--- config.mk ---
export PLATFORM = sky130hd
export DESIGN_NAME = aesh_ctrl
export DESIGN_NICKNAME = d
export VERILOG_FILES = /design/src/hdl/aesh_pkg.sv /design/src/hdl/aesh_ctrl.sv
export SDC_FILE = /design/constraint.sdc
export NUM_CORES = 1
export LEC_CHECK = 0
export BUFFER_PORTS_ARGS = -buffer_cell sky130_fd_sc_hd__buf_2
export CAP_MARGIN = 20
export CELL_PAD_IN_SITES_DETAIL_PLACEMENT = 0
export CELL_PAD_IN_SITES_GLOBAL_PLACEMENT = 1
export CORE_MARGIN = 1
export CORE_UTILIZATION = 35
export CTS_CLUSTER_SIZE = 16
export DETAILED_ROUTE_END_ITERATION = 7
export PLACE_DENSITY = 0.79
export RECOVER_POWER = 25
export SLEW_MARGIN = 5
export SYNTH_ARGS = -nofsm -noshare
export SYNTH_HDL_FRONTEND = slang
export SYNTH_SLANG_ARGS = --single-unit
--- constraint.sdc ---
create_clock -name i_clk -period 2.3 [get_ports i_clk]
set_input_delay 0.23 -clock i_clk [delete_from_list [all_inputs] [get_ports i_clk]]
set_output_delay 0.23 -clock i_clk [all_outputs]
set_load 0.01 [all_outputs]
--- src/hdl/aesh_pkg.sv ---
// ----------------------------------------------------------------------------
// aesh_pkg
// Types, constants, tables and the AES round function for the lane hash.
// ----------------------------------------------------------------------------
package aesh_pkg;

    localparam int LANE_COUNT       = 16;
    localparam int BLOCK_SIZE_BYTES = 256;
    localparam int CFG_IDX_W        = 3;

    localparam logic [63:0] GOLDEN_STEP = 64'h9E3779B97F4A7C15;

    localparam logic [CFG_IDX_W-1:0] CFG_SEED0   = 3'd0;
    localparam logic [CFG_IDX_W-1:0] CFG_SEED1   = 3'd1;
    localparam logic [CFG_IDX_W-1:0] CFG_SEED2   = 3'd2;
    localparam logic [CFG_IDX_W-1:0] CFG_SEED3   = 3'd3;
    localparam logic [CFG_IDX_W-1:0] CFG_SEED_EN = 3'd4;

    typedef enum logic [3:0] {
        ST_ARM, ST_IDLE, ST_PRE, ST_ABSORB, ST_CROSS1, ST_CROSS2,
        ST_TAIL, ST_TREE, ST_ROT, ST_FINAL
    } t_state;

    typedef enum logic [2:0] {
        OP_HOLD, OP_ABSORB, OP_CROSS1, OP_CROSS2, OP_TREE, OP_ROT, OP_ARM, OP_FINAL
    } t_op;

    typedef struct packed {
        t_op        op;
        logic [3:0] step;
        logic [3:0] rd_addr;
        logic [1:0] level;
        logic       pad;
        logic       clear_row;
        logic       in_ready;
        logic       cfg_ready;
    } t_cmd;

    typedef struct packed {
        logic in_valid;
        logic cfg_valid;
        logic block_full;
        logic last_word;
        logic nonempty;
        logic len_zero;
        logic cfg_known;
        logic out_busy;
    } t_status;

    localparam logic [7:0] SBOX [256] = '{
        8'h63,8'h7c,8'h77,8'h7b,8'hf2,8'h6b,8'h6f,8'hc5,8'h30,8'h01,8'h67,8'h2b,8'hfe,8'hd7,8'hab,8'h76,
        8'hca,8'h82,8'hc9,8'h7d,8'hfa,8'h59,8'h47,8'hf0,8'had,8'hd4,8'ha2,8'haf,8'h9c,8'ha4,8'h72,8'hc0,
        8'hb7,8'hfd,8'h93,8'h26,8'h36,8'h3f,8'hf7,8'hcc,8'h34,8'ha5,8'he5,8'hf1,8'h71,8'hd8,8'h31,8'h15,
        8'h04,8'hc7,8'h23,8'hc3,8'h18,8'h96,8'h05,8'h9a,8'h07,8'h12,8'h80,8'he2,8'heb,8'h27,8'hb2,8'h75,
        8'h09,8'h83,8'h2c,8'h1a,8'h1b,8'h6e,8'h5a,8'ha0,8'h52,8'h3b,8'hd6,8'hb3,8'h29,8'he3,8'h2f,8'h84,
        8'h53,8'hd1,8'h00,8'hed,8'h20,8'hfc,8'hb1,8'h5b,8'h6a,8'hcb,8'hbe,8'h39,8'h4a,8'h4c,8'h58,8'hcf,
        8'hd0,8'hef,8'haa,8'hfb,8'h43,8'h4d,8'h33,8'h85,8'h45,8'hf9,8'h02,8'h7f,8'h50,8'h3c,8'h9f,8'ha8,
        8'h51,8'ha3,8'h40,8'h8f,8'h92,8'h9d,8'h38,8'hf5,8'hbc,8'hb6,8'hda,8'h21,8'h10,8'hff,8'hf3,8'hd2,
        8'hcd,8'h0c,8'h13,8'hec,8'h5f,8'h97,8'h44,8'h17,8'hc4,8'ha7,8'h7e,8'h3d,8'h64,8'h5d,8'h19,8'h73,
        8'h60,8'h81,8'h4f,8'hdc,8'h22,8'h2a,8'h90,8'h88,8'h46,8'hee,8'hb8,8'h14,8'hde,8'h5e,8'h0b,8'hdb,
        8'he0,8'h32,8'h3a,8'h0a,8'h49,8'h06,8'h24,8'h5c,8'hc2,8'hd3,8'hac,8'h62,8'h91,8'h95,8'he4,8'h79,
        8'he7,8'hc8,8'h37,8'h6d,8'h8d,8'hd5,8'h4e,8'ha9,8'h6c,8'h56,8'hf4,8'hea,8'h65,8'h7a,8'hae,8'h08,
        8'hba,8'h78,8'h25,8'h2e,8'h1c,8'ha6,8'hb4,8'hc6,8'he8,8'hdd,8'h74,8'h1f,8'h4b,8'hbd,8'h8b,8'h8a,
        8'h70,8'h3e,8'hb5,8'h66,8'h48,8'h03,8'hf6,8'h0e,8'h61,8'h35,8'h57,8'hb9,8'h86,8'hc1,8'h1d,8'h9e,
        8'he1,8'hf8,8'h98,8'h11,8'h69,8'hd9,8'h8e,8'h94,8'h9b,8'h1e,8'h87,8'he9,8'hce,8'h55,8'h28,8'hdf,
        8'h8c,8'ha1,8'h89,8'h0d,8'hbf,8'he6,8'h42,8'h68,8'h41,8'h99,8'h2d,8'h0f,8'hb0,8'h54,8'hbb,8'h16
    };

    localparam logic [7:0] SECRET [256] = '{
        8'h24,8'h3F,8'h6A,8'h88,8'h85,8'hA3,8'h08,8'hD3,8'h13,8'h19,8'h8A,8'h2E,8'h03,8'h70,8'h73,8'h44,
        8'hA4,8'h09,8'h38,8'h22,8'h29,8'h9F,8'h31,8'hD0,8'h08,8'h2E,8'hFA,8'h98,8'hEC,8'h4E,8'h6C,8'h89,
        8'h45,8'h28,8'h21,8'hE6,8'h38,8'hD0,8'h13,8'h77,8'hBE,8'h54,8'h66,8'hCF,8'h34,8'hE9,8'h0C,8'h6C,
        8'hC0,8'hAC,8'h29,8'hB7,8'hC9,8'h7C,8'h50,8'hDD,8'h3F,8'h84,8'hD5,8'hB5,8'hB5,8'h47,8'h09,8'h17,
        8'h92,8'h16,8'hD5,8'hD9,8'h89,8'h79,8'hFB,8'h1B,8'hD1,8'h31,8'h0B,8'hA6,8'h98,8'hDF,8'hB5,8'hAC,
        8'h2F,8'hFD,8'h72,8'hDB,8'hD0,8'h1A,8'hDF,8'hB7,8'hB8,8'hE1,8'hAF,8'hED,8'h6A,8'h26,8'h7E,8'h96,
        8'hBA,8'h7C,8'h90,8'h45,8'hF1,8'h2C,8'h7F,8'h99,8'h24,8'hA1,8'h99,8'h47,8'hB3,8'h91,8'h6C,8'hF7,
        8'h08,8'h01,8'hF2,8'hE2,8'h85,8'h8E,8'hFC,8'h16,8'h63,8'h69,8'h20,8'hD8,8'h71,8'h57,8'h4E,8'h69,
        8'hA4,8'h58,8'hFE,8'hA3,8'hF4,8'h93,8'h3D,8'h7E,8'h0D,8'h95,8'h74,8'h8F,8'h72,8'h8E,8'hB6,8'h58,
        8'h71,8'h8B,8'hCD,8'h58,8'h82,8'h15,8'h4A,8'hEE,8'h7B,8'h54,8'hA4,8'h1D,8'hC2,8'h5A,8'h59,8'hB5,
        8'h9C,8'h30,8'hD5,8'h39,8'h2A,8'hF2,8'h60,8'h13,8'hC5,8'hD1,8'hB0,8'h23,8'h28,8'h60,8'h85,8'hF0,
        8'hCA,8'h41,8'h79,8'h18,8'hB8,8'hDB,8'h38,8'hEF,8'h8E,8'h79,8'hDC,8'hB0,8'h60,8'h3A,8'h18,8'h0E,
        8'h6C,8'h9E,8'h0E,8'h8B,8'hB0,8'h1E,8'h8A,8'h3E,8'hD7,8'h15,8'h77,8'hC1,8'hBD,8'h31,8'h4B,8'h27,
        8'h78,8'hAF,8'h2F,8'hDA,8'h55,8'h60,8'h5C,8'h60,8'hE6,8'h55,8'h25,8'hF3,8'hAA,8'h55,8'hAB,8'h94,
        8'h57,8'h48,8'h98,8'h62,8'h63,8'hE8,8'h14,8'h40,8'h55,8'hCA,8'h39,8'h6A,8'h2A,8'hAB,8'h10,8'hB6,
        8'hB4,8'hCC,8'h5C,8'h34,8'h11,8'h41,8'hE8,8'hCE,8'hA1,8'h54,8'h86,8'hAF,8'h7C,8'h72,8'hE9,8'h93
    };

    function automatic logic [127:0] secret_row(input logic [3:0] idx);
        logic [127:0] row;
        row = '0;
        for (int j = 0; j < 16; j++) begin
            row[8*j +: 8] = SECRET[{idx, 4'(j)}];
        end
        return row;
    endfunction

    function automatic logic [7:0] xtime(input logic [7:0] a);
        return {a[6:0], 1'b0} ^ (a[7] ? 8'h1B : 8'h00);
    endfunction

    // SubBytes, ShiftRows, MixColumns, then key XOR
    function automatic logic [127:0] aes_round(input logic [127:0] st, input logic [127:0] key);
        logic [7:0]   sh [16];
        logic [127:0] res;
        logic [7:0]   a0, a1, a2, a3;
        res = '0;
        for (int c = 0; c < 4; c++) begin
            for (int r = 0; r < 4; r++) begin
                sh[r + 4*c] = SBOX[st[8*(r + 4*((c + r) & 3)) +: 8]];
            end
        end
        for (int c = 0; c < 4; c++) begin
            a0 = sh[4*c];
            a1 = sh[4*c + 1];
            a2 = sh[4*c + 2];
            a3 = sh[4*c + 3];
            res[8*(4*c)     +: 8] = xtime(a0) ^ xtime(a1) ^ a1 ^ a2 ^ a3 ^ key[8*(4*c) +: 8];
            res[8*(4*c + 1) +: 8] = a0 ^ xtime(a1) ^ xtime(a2) ^ a2 ^ a3 ^ key[8*(4*c + 1) +: 8];
            res[8*(4*c + 2) +: 8] = a0 ^ a1 ^ xtime(a2) ^ xtime(a3) ^ a3 ^ key[8*(4*c + 2) +: 8];
            res[8*(4*c + 3) +: 8] = xtime(a0) ^ a0 ^ a1 ^ a2 ^ xtime(a3) ^ key[8*(4*c + 3) +: 8];
        end
        return res;
    endfunction

endpackage

--- src/hdl/aesh_ctrl.sv ---
// ----------------------------------------------------------------------------
// aesh_ctrl
// Sequencer: request intake, block absorb, lane cross, reduction tree, re-arm.
// ----------------------------------------------------------------------------
module aesh_ctrl (
    input  logic              i_clk,
    input  logic              i_rst_n,
    input  aesh_pkg::t_status i_status,
    output aesh_pkg::t_cmd    o_cmd
);

    aesh_pkg::t_state r_state, n_state;
    logic [3:0]       r_cnt, n_cnt;
    logic [1:0]       r_level, n_level;
    logic             r_pad, n_pad;
    logic             r_last, n_last;
    logic             r_fin, n_fin;
    logic [3:0]       tree_steps;

    assign tree_steps = 4'd8 >> r_level;

    always_ff @(posedge i_clk) begin
        if (!i_rst_n) begin
            r_state <= aesh_pkg::ST_ARM;
            r_cnt   <= '0;
            r_level <= '0;
            r_pad   <= 1'b0;
            r_last  <= 1'b0;
            r_fin   <= 1'b0;
        end else begin
            r_state <= n_state;
            r_cnt   <= n_cnt;
            r_level <= n_level;
            r_pad   <= n_pad;
            r_last  <= n_last;
            r_fin   <= n_fin;
        end
    end

    always_comb begin
        n_state = r_state;
        n_cnt   = r_cnt + 4'd1;
        n_level = r_level;
        n_pad   = r_pad;
        n_last  = r_last;
        n_fin   = r_fin;
        o_cmd           = '0;
        o_cmd.op        = aesh_pkg::OP_HOLD;
        o_cmd.step      = r_cnt;
        o_cmd.rd_addr   = r_cnt + 4'd1;
        o_cmd.level     = r_level;
        o_cmd.pad       = r_pad;
        unique case (r_state)
            aesh_pkg::ST_ARM: begin
                o_cmd.op = aesh_pkg::OP_ARM;
                if (r_cnt == 4'd15) begin
                    n_state = aesh_pkg::ST_IDLE;
                end
            end
            aesh_pkg::ST_IDLE: begin
                n_cnt           = '0;
                o_cmd.in_ready  = 1'b1;
                o_cmd.cfg_ready = !i_status.in_valid;
                if (i_status.in_valid) begin
                    n_last = i_status.last_word;
                    if (i_status.block_full) begin
                        n_pad   = 1'b0;
                        n_state = aesh_pkg::ST_PRE;
                    end else if (i_status.last_word) begin
                        n_state = aesh_pkg::ST_TAIL;
                    end
                end else if (i_status.cfg_valid && i_status.cfg_known && i_status.len_zero) begin
                    n_state = aesh_pkg::ST_ARM;
                end
            end
            aesh_pkg::ST_PRE: begin
                o_cmd.rd_addr = '0;
                n_cnt         = '0;
                n_state       = aesh_pkg::ST_ABSORB;
            end
            aesh_pkg::ST_ABSORB: begin
                o_cmd.op = aesh_pkg::OP_ABSORB;
                if (r_cnt == 4'd15) begin
                    o_cmd.clear_row = r_pad;
                    n_state         = aesh_pkg::ST_CROSS1;
                end
            end
            aesh_pkg::ST_CROSS1: begin
                o_cmd.op = aesh_pkg::OP_CROSS1;
                if (r_cnt == 4'd7) begin
                    n_cnt   = '0;
                    n_state = aesh_pkg::ST_CROSS2;
                end
            end
            aesh_pkg::ST_CROSS2: begin
                o_cmd.op = aesh_pkg::OP_CROSS2;
                if (r_cnt == 4'd7) begin
                    n_cnt = '0;
                    if (r_fin) begin
                        n_level = '0;
                        n_state = aesh_pkg::ST_TREE;
                    end else if (r_last) begin
                        n_state = aesh_pkg::ST_TAIL;
                    end else begin
                        n_state = aesh_pkg::ST_IDLE;
                    end
                end
            end
            aesh_pkg::ST_TAIL: begin
                n_cnt = '0;
                if (i_status.nonempty) begin
                    n_pad   = 1'b1;
                    n_state = aesh_pkg::ST_PRE;
                end else begin
                    n_fin   = 1'b1;
                    n_state = aesh_pkg::ST_CROSS1;
                end
            end
            aesh_pkg::ST_TREE: begin
                o_cmd.op = aesh_pkg::OP_TREE;
                if (r_cnt == tree_steps - 4'd1) begin
                    n_cnt   = '0;
                    n_state = aesh_pkg::ST_ROT;
                end
            end
            aesh_pkg::ST_ROT: begin
                o_cmd.op = aesh_pkg::OP_ROT;
                if (r_cnt == 4'd15 - tree_steps) begin
                    n_cnt = '0;
                    if (r_level == 2'd3) begin
                        n_state = aesh_pkg::ST_FINAL;
                    end else begin
                        n_level = r_level + 2'd1;
                        n_state = aesh_pkg::ST_TREE;
                    end
                end
            end
            aesh_pkg::ST_FINAL: begin
                n_cnt = '0;
                if (!i_status.out_busy) begin
                    o_cmd.op = aesh_pkg::OP_FINAL;
                    n_last   = 1'b0;
                    n_fin    = 1'b0;
                    n_pad    = 1'b0;
                    n_state  = aesh_pkg::ST_ARM;
                end
            end
            default: begin
                n_state = aesh_pkg::ST_IDLE;
            end
        endcase
    end

    a_no_dual_take: assert property (@(posedge i_clk) disable iff (!i_rst_n)
        !(o_cmd.in_ready && i_status.in_valid && o_cmd.cfg_ready && i_status.cfg_valid))
        else $error("request and register write taken together");

    a_absorb_entry: assert property (@(posedge i_clk) disable iff (!i_rst_n)
        $rose(r_state == aesh_pkg::ST_ABSORB) |-> $past(r_state) == aesh_pkg::ST_PRE)
        else $error("absorb entered without read prefetch");

    a_final_free: assert property (@(posedge i_clk) disable iff (!i_rst_n)
        (o_cmd.op == aesh_pkg::OP_FINAL) |-> !i_status.out_busy)
        else $error("digest overwritten while pending");

    a_reset_arm: assert property (@(posedge i_clk)
        !i_rst_n |=> r_state == aesh_pkg::ST_ARM)
        else $error("reset does not re-arm lanes");

endmodule

==> flow_results.xml, run 1 <==
<?xml version="1.0" encoding="UTF-8"?>
<metrics>
  <group name="timing">
    <metric name="achievable-frequency" unit="GHz">0.486</metric>
    <metric name="setup_viol_count_final" unit="">0</metric>
    <metric name="actual_transition_at_the_worst_max_transition_pin" unit="ps">607</metric>
    <metric name="final_skew" unit="ps">11.9</metric>
    <metric name="maxSlewViolCount" unit="">0</metric>
    <metric name="rsz_0062_raised_after_global_routing" unit="">false</metric>
    <metric name="sum_of_negative_setup_slack" unit="ps">0</metric>
    <metric name="final.min_clock_period" unit="ps">2060</metric>
    <metric name="period_share" unit="">0.894</metric>
    <metric name="timing.max_slew.rel_slack" unit="">0.595</metric>
    <metric name="timing.final.hold_violations" unit="">0</metric>
  </group>
  <group name="route">
    <metric name="detailed_routed_wire_length_on_met2" unit="mm">1.37</metric>
    <metric name="remaining_drc_errors" unit="">0</metric>
    <metric name="met3_length" unit="um">86</metric>
    <metric name="iteration_count_of_the_initial_detailed_routing_pass" unit="">4</metric>
    <metric name="dr.max_layer_used" unit="">met4</metric>
    <metric name="post_drt_wl_per_cell" unit="um">13.0</metric>
    <metric name="routed_via_density" unit="">5.17</metric>
    <metric name="drt_iter0_markers" unit="">65</metric>
    <metric name="drt-total-wl" unit="mm">2.90</metric>
    <metric name="final_antenna_net_count" unit="">0</metric>
    <metric name="detailed_route_wire_length_on_metal_1" unit="mm">1.39</metric>
    <metric name="route.vias.total" unit="">1152</metric>
  </group>
  <group name="place">
    <metric name="placedInstanceArea" unit="mm2">0.00136</metric>
    <metric name="numPortBuffers" unit="">26</metric>
    <metric name="detailed_place_hpwl" unit="mm">2.20</metric>
    <metric name="place_congestion" unit="">0.832</metric>
  </group>
  <group name="layout">
    <metric name="final_layout_size_suffix_gt1_frac" unit="">0.232</metric>
    <metric name="nNetsFinal" unit="">194</metric>
    <metric name="fill_cell_count" unit="">369</metric>
    <metric name="fin_area" unit="mm2">0.00138</metric>
    <metric name="areaGrowthSynthToFinish" unit="%">8.66</metric>
    <metric name="fin_util" unit="">0.404</metric>
    <metric name="diodes" unit="">0</metric>
  </group>
  <group name="worst_setup_path">
    <metric name="crit_path_start_kind" unit="">flip-flop</metric>
    <metric name="timing.reg2reg.setup_slack" unit="ps">290</metric>
    <metric name="worstPathMaxFanout" unit="">16</metric>
    <metric name="cp_data_required_time" unit="ps">2070</metric>
    <metric name="end_kind" unit="">output port</metric>
    <metric name="worst-setup-path-type" unit="">reg -&gt; out</metric>
    <metric name="worst_ep_arrival_time" unit="ps">1830</metric>
  </group>
  <group name="cts">
    <metric name="cts.hold.buffers_added" unit="">0</metric>
    <metric name="numCtsBuffers" unit="">3</metric>
    <metric name="clk_pin_slew_worst_paths" unit="ps">80</metric>
    <metric name="ctsHtreeMaxLevel" unit="">1</metric>
    <metric name="cts-root-buf" unit="">clkbuf_4</metric>
    <metric name="cts.sinks" unit="">13</metric>
    <metric name="postCtsSetupBuffers" unit="">0</metric>
    <metric name="cts.path.max_buffers" unit="">2</metric>
    <metric name="clkLatencyLatePin" unit="ps">290</metric>
    <metric name="ctsResizeCount" unit="">0</metric>
    <metric name="cts_tree" unit="">built</metric>
  </group>
  <group name="synthesis">
    <metric name="synth.cells.most_frequent" unit="">nand2_1, nor2_1, dfxtp_1</metric>
    <metric name="synth_area_per_cell" unit="um2">8.31</metric>
    <metric name="synthTopCellsByArea" unit="">dfxtp_1, ha_1, nand2_1</metric>
    <metric name="yosysMostFrequentCell" unit="">nand2_1</metric>
    <metric name="synthDominantCellAreaShare" unit="">0.205</metric>
    <metric name="synth.ff_latch_count" unit="">13</metric>
    <metric name="postSynth.asyncResetShare" unit="">0</metric>
    <metric name="synth_sequential_area_ratio" unit="">0.205</metric>
    <metric name="yosysWarnings" unit="">0</metric>
    <metric name="post_synth_top_area_cell" unit="">dfxtp_1</metric>
    <metric name="synthesis.nets" unit="">169</metric>
    <metric name="synth_area" unit="mm2">0.00127</metric>
    <metric name="synth_enable_flop_cells" unit="">0</metric>
    <metric name="netlist_instances" unit="">153</metric>
    <metric name="synth-main-ff-cell" unit="">dfxtp_1</metric>
    <metric name="ys_types" unit="">54</metric>
  </group>
  <group name="power_and_ir_drop">
    <metric name="power.total" unit="uW">452</metric>
    <metric name="cellLeakagePower" unit="nW">0.561</metric>
    <metric name="power.ir.vdd_worst" unit="uV">100</metric>
    <metric name="power.density" unit="mW/mm2">327</metric>
  </group>
  <group name="global_route">
    <metric name="grt_use_total" unit="">0.154</metric>
    <metric name="grt.overflow.total" unit="">0</metric>
    <metric name="grt_start_max_net_pins" unit="">17</metric>
    <metric name="grt_first_pass_wirelength" unit="mm">4.77</metric>
    <metric name="initial_antenna_violation_count" unit="">0</metric>
    <metric name="grt_pass1_vias" unit="">1054</metric>
  </group>
  <group name="floorplan">
    <metric name="design.portCount" unit="">27</metric>
    <metric name="rows" unit="">21</metric>
    <metric name="fp.dieH" unit="um">62.3</metric>
    <metric name="die-width" unit="um">62.3</metric>
    <metric name="initial_core_util" unit="">0.372</metric>
    <metric name="die_ar" unit="mm2">0.00388</metric>
    <metric name="core_area" unit="mm2">0.00342</metric>
  </group>
  <group name="outcome">
    <metric name="run_status" unit="">complete, no violations</metric>
  </group>
  <group name="flow_run">
    <metric name="drv_cap" unit="">0</metric>
  </group>
  <group name="worst_hold_path">
    <metric name="timing.hold.worst.class" unit="">in -&gt; reg</metric>
  </group>
</metrics>
==> logic make-up (layout without fill, tap and decap cells) <==
group / count (synthesis) / after routing / share of synthesized area
and+or+nand+nor: 67 / 67 / 0.306
AOI/OAI and AO/OA: 32 / 32 / 0.180
DFF: 13 / 13 / 0.205
muxes: 7 / 7 / 0.0561
buffers and inverters: 19 / 43 / 0.126
adders and majority gates: 6 / 6 / 0.0591
xor gates and xnor gates: 9 / 9 / 0.0679
==> layout by cell type (no fill, tap or decap), types with 2 or more instances in the layout <==
cell type / n
ha_1: 6
and2_1: 2
nor4_1: 4
nand3b_1: 3
nor2_1: 15
clkbuf_1: 7
nand2_1: 17
dfxtp_1: 13
mux2i_1: 6
xor2_1: 3
and3_2: 2
nand3_1: 4
nand2b_1: 3
buf_2: 19
o21ai_0: 9
a22oi_1: 2
clkbuf_4: 3
nor3_1: 2
xnor2_1: 5
inv_1: 9
buf_4: 4
nor2b_1: 3
a21oi_1: 4
==> registers in the layout, summed over array words and instances (netlist names) <==
register / cells
r_fin: 1
r_state: 4
r_last: 1
r_cnt: 4
r_pad: 1
r_level: 2
==> per-stage QoR <==
step	cells	setup slack, ps	hold WS [ps]
6_report	223	244	286
5_1_grt	223	96.8	296
4_1_cts	223	237	281
3_5_place_dp	219	297	514
3_3_place_gp	219	372	494
2_1_floorplan	153	376	380
==> final cells by class <==
cell class / instances / area [um2] / share of cell area
tap: 46 / 57.6 / 0.0417
clock inverter: 1 / 5.00 / 0.00362
inverter: 9 / 33.8 / 0.0245
multi-input combinational: 121 / 851 / 0.616
clock buffer: 3 / 22.5 / 0.0163
timing repair buffer: 30 / 151 / 0.110
sequential: 13 / 260 / 0.188
==> layer usage <==
layer	global-route usage	vias up
met5	0	-
met4	0.0610	0
met3	0.0221	5
met2	0.247	21
met1	0.207	543
li1	-	583
==> path summary, 6_finish.rpt <==
| kind | startpoint | to | cells past startpoint |
|---|---|---|---|
| hold reg to reg | r_level[1] | r_level[1] | 2 |
| setup / recovery | r_state[1] | o_cmd[8] | 4 |
| hold / removal | i_status[3] | r_pad | 3 |
| setup reg to reg | r_level[0] | r_cnt[1] | 6 |
==> where the power goes <==
group          leakage, nW  switching (mW)  internal [mW]
sequential           0.105         0.00945          0.229
combinational        0.438          0.0326         0.0275
clock               0.0177          0.0881         0.0648
==> critical path, cell delays in order (launching register included) <==
cell and delay, ps:
dfxtp_1 710, nand2b_2 200, nor3_1 380, nor2_1 90, buf_2 150
Note: power is estimated with default switching activity, not from simulation.
==> run 2: changes to the inputs <==
Settings changed: CORE_UTILIZATION 35 to 40, PLACE_DENSITY 0.79 to 0.87.
==> run 2 against run 1 <==
Net effect: critical path depth is the same; count of clock-buffer cells in the layout grew 1; worst setup slack lost 8.0 ps; sequential share of layout area grew 0.26 points; final cell count shrank 1.8%; clock skew shrank 3.8 ps; critical endpoint unchanged; largest power group unchanged.
==> flow_results.xml, run 2 (synthesis gave the netlist of run 1 again) <==
<?xml version="1.0" encoding="UTF-8"?>
<metrics>
  <group name="worst_setup_path">
    <metric name="worst_ep_arrival_time" unit="ps">1830</metric>
    <metric name="r2r_start" unit="">r_level[0]</metric>
    <metric name="setup.worst_path.start" unit="">r_state[1]</metric>
    <metric name="timing.rr.end" unit="">r_cnt[3]</metric>
    <metric name="worst-r2r-cell-count" unit="">6</metric>
    <metric name="crit_path_start_kind" unit="">flip-flop</metric>
    <metric name="worst-setup-path-type" unit="">reg -&gt; out</metric>
    <metric name="end_kind" unit="">output port</metric>
    <metric name="timing.reg2reg.setup_slack" unit="ps">300</metric>
    <metric name="cp_data_required_time" unit="ps">2070</metric>
    <metric name="timing.critical_path.to" unit="">o_cmd[8]</metric>
    <metric name="worstPathMaxFanout" unit="">16</metric>
  </group>
  <group name="layout">
    <metric name="reg.largest.list" unit="">r_cnt x4, r_state x4, r_level x2</metric>
    <metric name="fin_util" unit="">0.450</metric>
    <metric name="fill_cell_count" unit="">321</metric>
    <metric name="diodes" unit="">0</metric>
    <metric name="instances_no_fill" unit="">219</metric>
    <metric name="final_layout_size_suffix_gt1_frac" unit="">0.217</metric>
    <metric name="nNetsFinal" unit="">192</metric>
    <metric name="areaGrowthSynthToFinish" unit="%">7.19</metric>
    <metric name="fin_area" unit="mm2">0.00136</metric>
    <metric name="mostFrequentLayoutCells" unit="">buf_2, nand2_1, nor2_1</metric>
    <metric name="most_frequent_standard_cell_in_the_layout_excluding_fill_and_tap_cells" unit="">buf_2</metric>
  </group>
  <group name="route">
    <metric name="post_drt_wl_per_cell" unit="um">12.7</metric>
    <metric name="remaining_drc_errors" unit="">0</metric>
    <metric name="detailed_routed_wire_length_on_met2" unit="mm">1.28</metric>
    <metric name="met3_length" unit="um">87</metric>
    <metric name="drt_iter0_markers" unit="">34</metric>
    <metric name="dr.max_layer_used" unit="">met4</metric>
    <metric name="detailed_route_wire_length_on_metal_1" unit="mm">1.33</metric>
    <metric name="route.vias.total" unit="">1127</metric>
    <metric name="routed_via_density" unit="">5.15</metric>
    <metric name="iteration_count_of_the_initial_detailed_routing_pass" unit="">4</metric>
    <metric name="final_antenna_net_count" unit="">0</metric>
    <metric name="drt-total-wl" unit="mm">2.77</metric>
  </group>
  <group name="power_and_ir_drop">
    <metric name="power_switching" unit="uW">123</metric>
    <metric name="power.clock.fraction" unit="">0.335</metric>
    <metric name="cell_internal_pwr" unit="uW">324</metric>
    <metric name="cellLeakagePower" unit="nW">0.547</metric>
    <metric name="share_comb_of_total_power" unit="">0.133</metric>
    <metric name="power.density" unit="mW/mm2">328</metric>
    <metric name="netSwitchingFraction" unit="">0.275</metric>
    <metric name="power.total" unit="uW">447</metric>
    <metric name="seq_power_share" unit="">0.532</metric>
    <metric name="power.ir.vdd_worst" unit="uV">186</metric>
  </group>
  <group name="floorplan">
    <metric name="design.portCount" unit="">27</metric>
    <metric name="die-width" unit="um">58.4</metric>
    <metric name="rows" unit="">20</metric>
    <metric name="die_ar" unit="mm2">0.00341</metric>
    <metric name="core_area" unit="mm2">0.00303</metric>
    <metric name="initial_core_util" unit="">0.420</metric>
    <metric name="fp.dieH" unit="um">58.4</metric>
  </group>
  <group name="timing">
    <metric name="timing.max_slew.rel_slack" unit="">0.595</metric>
    <metric name="achievable-frequency" unit="GHz">0.484</metric>
    <metric name="maxSlewViolCount" unit="">0</metric>
    <metric name="timing.final.hold_violations" unit="">0</metric>
    <metric name="actual_transition_at_the_worst_max_transition_pin" unit="ps">606</metric>
    <metric name="hold_ws" unit="ps">291</metric>
    <metric name="setup_viol_count_final" unit="">0</metric>
    <metric name="sum_of_negative_setup_slack" unit="ps">0</metric>
    <metric name="rsz_0062_raised_after_global_routing" unit="">false</metric>
    <metric name="final.min_clock_period" unit="ps">2060</metric>
    <metric name="worst_slack" unit="ps">236</metric>
    <metric name="period_share" unit="">0.897</metric>
    <metric name="final_skew" unit="ps">8.16</metric>
  </group>
  <group name="cts">
    <metric name="clk_pin_slew_worst_paths" unit="ps">80</metric>
    <metric name="numCtsBuffers" unit="">3</metric>
    <metric name="ctsResizeCount" unit="">0</metric>
    <metric name="cts_tree" unit="">built</metric>
    <metric name="clkLatencyLatePin" unit="ps">290</metric>
    <metric name="cts.sinks" unit="">13</metric>
    <metric name="cts-root-buf" unit="">clkbuf_4</metric>
    <metric name="postCtsSetupBuffers" unit="">0</metric>
    <metric name="cts.hold.buffers_added" unit="">0</metric>
    <metric name="cts.path.max_buffers" unit="">2</metric>
    <metric name="ctsHtreeMaxLevel" unit="">1</metric>
  </group>
  <group name="global_route">
    <metric name="grt.overflow.total" unit="">0</metric>
    <metric name="grt_first_pass_wirelength" unit="mm">4.64</metric>
    <metric name="grt_use_total" unit="">0.179</metric>
    <metric name="grt_pass1_vias" unit="">1047</metric>
    <metric name="grt_start_max_net_pins" unit="">19</metric>
    <metric name="initial_antenna_violation_count" unit="">0</metric>
  </group>
  <group name="place">
    <metric name="place_congestion" unit="">0.834</metric>
    <metric name="placedInstanceArea" unit="mm2">0.00135</metric>
    <metric name="numPortBuffers" unit="">26</metric>
    <metric name="dp_worst_setup_slack" unit="ps">300</metric>
    <metric name="detailed_place_hpwl" unit="mm">2.14</metric>
    <metric name="dp.cells" unit="">215</metric>
  </group>
  <group name="worst_hold_path">
    <metric name="timing.hold.worst.class" unit="">in -&gt; reg</metric>
  </group>
  <group name="outcome">
    <metric name="run_status" unit="">complete, no violations</metric>
  </group>
  <group name="flow_run">
    <metric name="drv_cap" unit="">0</metric>
  </group>
</metrics>
## run 2: layout make-up
cell class	instances	area, um2	area share
Multi-Input combinational cell	121	851	0.624
Sequential cell	13	260	0.191
Timing Repair Buffer	28	136	0.100
Tap cell	44	55.1	0.0404
Inverter	9	33.8	0.0248
Clock buffer	4	26.3	0.0193
## run 2: how the worst min path moves through the flow
stage,startpoint,end,slack (ps),cells after the start
4_1_cts,i_status[3],r_pad,300,3
2_1_floorplan,i_rst_n,r_state[2],380,2
6_report,i_status[3],r_pad,290,3
3_5_place_dp,r_level[1],r_level[1],500,2
5_1_grt,i_status[3],r_pad,300,3
3_3_place_gp,r_level[1],r_level[1],490,2
## run 2: metal layers
layer  vias up  global-route usage
met5         -                   0
met4         0              0.0918
met3         9              0.0286
met2        22               0.287
met1       515               0.231
li1        581                   -
## run 2: critical path, cell delays in order (launching register included)
cell and delay (ps):
dfxtp_1 710, nand2b_2 190, nor3_1 390, nor2_1 100
buf_2 150
## run 2: power by group through the flow
stage	logic (mW)	clock network (mW)	registers [mW]
after CTS	0.0613	0.151	0.238
after global routing	0.0667	0.165	0.239
final	0.0594	0.150	0.238
after global placement	0.0603	0	0.243
after floorplan	0.0397	0	0.243
after detailed placement	0.0611	0	0.243
==> run 3: changes to the inputs <==
Settings changed: CELL_PAD_IN_SITES_DETAIL_PLACEMENT 0 to default, CELL_PAD_IN_SITES_GLOBAL_PLACEMENT 1 to default, CORE_UTILIZATION 40 to 54.
==> run 3 against run 2 <==
Net effect: global-route usage is 7.9 points higher; register-to-register slack worse by 30 ps; first-iteration DRC count is 21% higher; routed wire length is 6.5% higher; combinational power is 3.4% higher; final area is 1.5% lower.
==> flow_results.xml, run 3 (synthesis gave the netlist of run 1 again) <==
<?xml version="1.0" encoding="UTF-8"?>
<metrics>
  <group name="layout">
    <metric name="most_frequent_standard_cell_in_the_layout_excluding_fill_and_tap_cells" unit="">buf_2</metric>
    <metric name="fill_cell_count" unit="">201</metric>
    <metric name="mostFrequentLayoutCells" unit="">buf_2, nand2_1, nor2_1</metric>
    <metric name="final_layout_size_suffix_gt1_frac" unit="">0.217</metric>
    <metric name="areaGrowthSynthToFinish" unit="%">5.61</metric>
    <metric name="reg.largest.list" unit="">r_cnt x4, r_state x4, r_level x2</metric>
    <metric name="nNetsFinal" unit="">192</metric>
    <metric name="diodes" unit="">0</metric>
  </group>
  <group name="cts">
    <metric name="cts_tree" unit="">built</metric>
    <metric name="postCtsSetupBuffers" unit="">0</metric>
    <metric name="clkLatencyLatePin" unit="ps">290</metric>
    <metric name="numCtsBuffers" unit="">3</metric>
    <metric name="cts.hold.buffers_added" unit="">0</metric>
    <metric name="cts.sinks" unit="">13</metric>
    <metric name="ctsResizeCount" unit="">0</metric>
    <metric name="cts-root-buf" unit="">clkbuf_4</metric>
    <metric name="clk_pin_slew_worst_paths" unit="ps">80</metric>
    <metric name="ctsHtreeMaxLevel" unit="">1</metric>
    <metric name="cts.path.max_buffers" unit="">2</metric>
  </group>
  <group name="worst_setup_path">
    <metric name="cp_data_required_time" unit="ps">2070</metric>
    <metric name="worst-setup-path-type" unit="">reg -&gt; out</metric>
    <metric name="end_kind" unit="">output port</metric>
    <metric name="worst_ep_arrival_time" unit="ps">1850</metric>
    <metric name="worstPathMaxFanout" unit="">18</metric>
    <metric name="crit_path_start_kind" unit="">flip-flop</metric>
  </group>
  <group name="global_route">
    <metric name="grt_start_max_net_pins" unit="">19</metric>
    <metric name="grt_use_total" unit="">0.258</metric>
    <metric name="grt.overflow.total" unit="">0</metric>
    <metric name="grt_first_pass_wirelength" unit="mm">4.89</metric>
    <metric name="initial_antenna_violation_count" unit="">0</metric>
    <metric name="grt_pass1_vias" unit="">1089</metric>
  </group>
  <group name="power_and_ir_drop">
    <metric name="power.ir.vdd_worst" unit="uV">203</metric>
    <metric name="cellLeakagePower" unit="nW">0.547</metric>
    <metric name="share_comb_of_total_power" unit="">0.136</metric>
    <metric name="power_switching" unit="uW">127</metric>
    <metric name="netSwitchingFraction" unit="">0.281</metric>
    <metric name="seq_power_share" unit="">0.529</metric>
    <metric name="power.density" unit="mW/mm2">336</metric>
    <metric name="power.clock.fraction" unit="">0.335</metric>
    <metric name="cell_internal_pwr" unit="uW">324</metric>
  </group>
  <group name="worst_hold_path">
    <metric name="timing.hold.worst.class" unit="">in -&gt; reg</metric>
  </group>
  <group name="place">
    <metric name="numPortBuffers" unit="">26</metric>
    <metric name="detailed_place_hpwl" unit="mm">2.22</metric>
    <metric name="dp_worst_setup_slack" unit="ps">272</metric>
    <metric name="place_congestion" unit="">0.947</metric>
  </group>
  <group name="timing">
    <metric name="timing.max_slew.rel_slack" unit="">0.586</metric>
    <metric name="rsz_0062_raised_after_global_routing" unit="">false</metric>
    <metric name="hold_ws" unit="ps">306</metric>
    <metric name="final_skew" unit="ps">6.19</metric>
    <metric name="actual_transition_at_the_worst_max_transition_pin" unit="ps">620</metric>
    <metric name="worst_slack" unit="ps">215</metric>
    <metric name="period_share" unit="">0.907</metric>
    <metric name="achievable-frequency" unit="GHz">0.480</metric>
    <metric name="maxSlewViolCount" unit="">0</metric>
    <metric name="timing.final.hold_violations" unit="">0</metric>
    <metric name="setup_viol_count_final" unit="">0</metric>
    <metric name="sum_of_negative_setup_slack" unit="ps">0</metric>
    <metric name="final.min_clock_period" unit="ps">2080</metric>
  </group>
  <group name="route">
    <metric name="routed_via_density" unit="">5.87</metric>
    <metric name="final_antenna_net_count" unit="">0</metric>
    <metric name="drt-total-wl" unit="mm">2.95</metric>
    <metric name="remaining_drc_errors" unit="">0</metric>
    <metric name="route.vias.total" unit="">1191</metric>
    <metric name="post_drt_wl_per_cell" unit="um">14.5</metric>
    <metric name="iteration_count_of_the_initial_detailed_routing_pass" unit="">5</metric>
    <metric name="drt_iter0_markers" unit="">41</metric>
  </group>
  <group name="floorplan">
    <metric name="fp.dieH" unit="um">50.5</metric>
    <metric name="die_ar" unit="mm2">0.00255</metric>
    <metric name="core_area" unit="mm2">0.00221</metric>
    <metric name="design.portCount" unit="">27</metric>
    <metric name="die-width" unit="um">50.5</metric>
    <metric name="rows" unit="">17</metric>
    <metric name="initial_core_util" unit="">0.575</metric>
  </group>
  <group name="flow_run">
    <metric name="drv_cap" unit="">0</metric>
  </group>
  <group name="outcome">
    <metric name="run_status" unit="">complete, no violations</metric>
  </group>
</metrics>
-- run 3: cell counts in the layout (fill, tap and decap cells not counted) --
No cell type changed its count.
-- run 3: path summary, 6_finish.rpt --
path,slack [ps],cells after the start,end,from
setup reg to reg,270,6,r_cnt[1],r_level[0]
hold / removal,310,3,r_pad,i_status[3]
setup / recovery,220,4,o_cmd[15],r_state[2]
hold reg to reg,520,2,r_level[1],r_level[1]
-- run 3: area by class of cell --
cell class	instances	area [um2]	share of cell area
clock buffer	4	26.3	0.0196
sequential	13	260	0.194
timing repair buffer	28	136	0.102
tap	28	35.0	0.0261
inverter	9	33.8	0.0252
multi-input combinational	121	851	0.634
-- run 3: worst max-delay path, stage by stage (launching register included) --
cell     delay, ps
dfxtp_1        510
nor2b_1        440
mux2_2         380
nor2_1          90
buf_2          140
-- run 3: per-layer routing --
metal,track usage,up-vias,routed length (um)
met2,0.411,57,1400
met1,0.336,545,1320
met3,0.0303,5,185
met5,0,-,0
li1,-,584,-
met4,0.139,0,48
-- run 3: metrics by stage --
stage,cell area [um2],utilization,power (mW),std cells
2_1_floorplan,1270,-,0.282,153
3_3_place_gp,1330,0.599,0.302,199
3_5_place_dp,1330,0.599,0.305,199
4_1_cts,1350,0.611,0.459,203
5_1_grt,1340,0.607,0.472,203
6_report,1340,0.607,0.451,203
-- run 3: power by group through the flow --
stage | logic, mW | clock network (mW) | registers (mW)
final | 0.0614 | 0.151 | 0.239
after global routing | 0.0673 | 0.166 | 0.239
after CTS | 0.0623 | 0.159 | 0.238
after detailed placement | 0.0616 | 0 | 0.243
after global placement | 0.0593 | 0 | 0.243
after floorplan | 0.0397 | 0 | 0.243
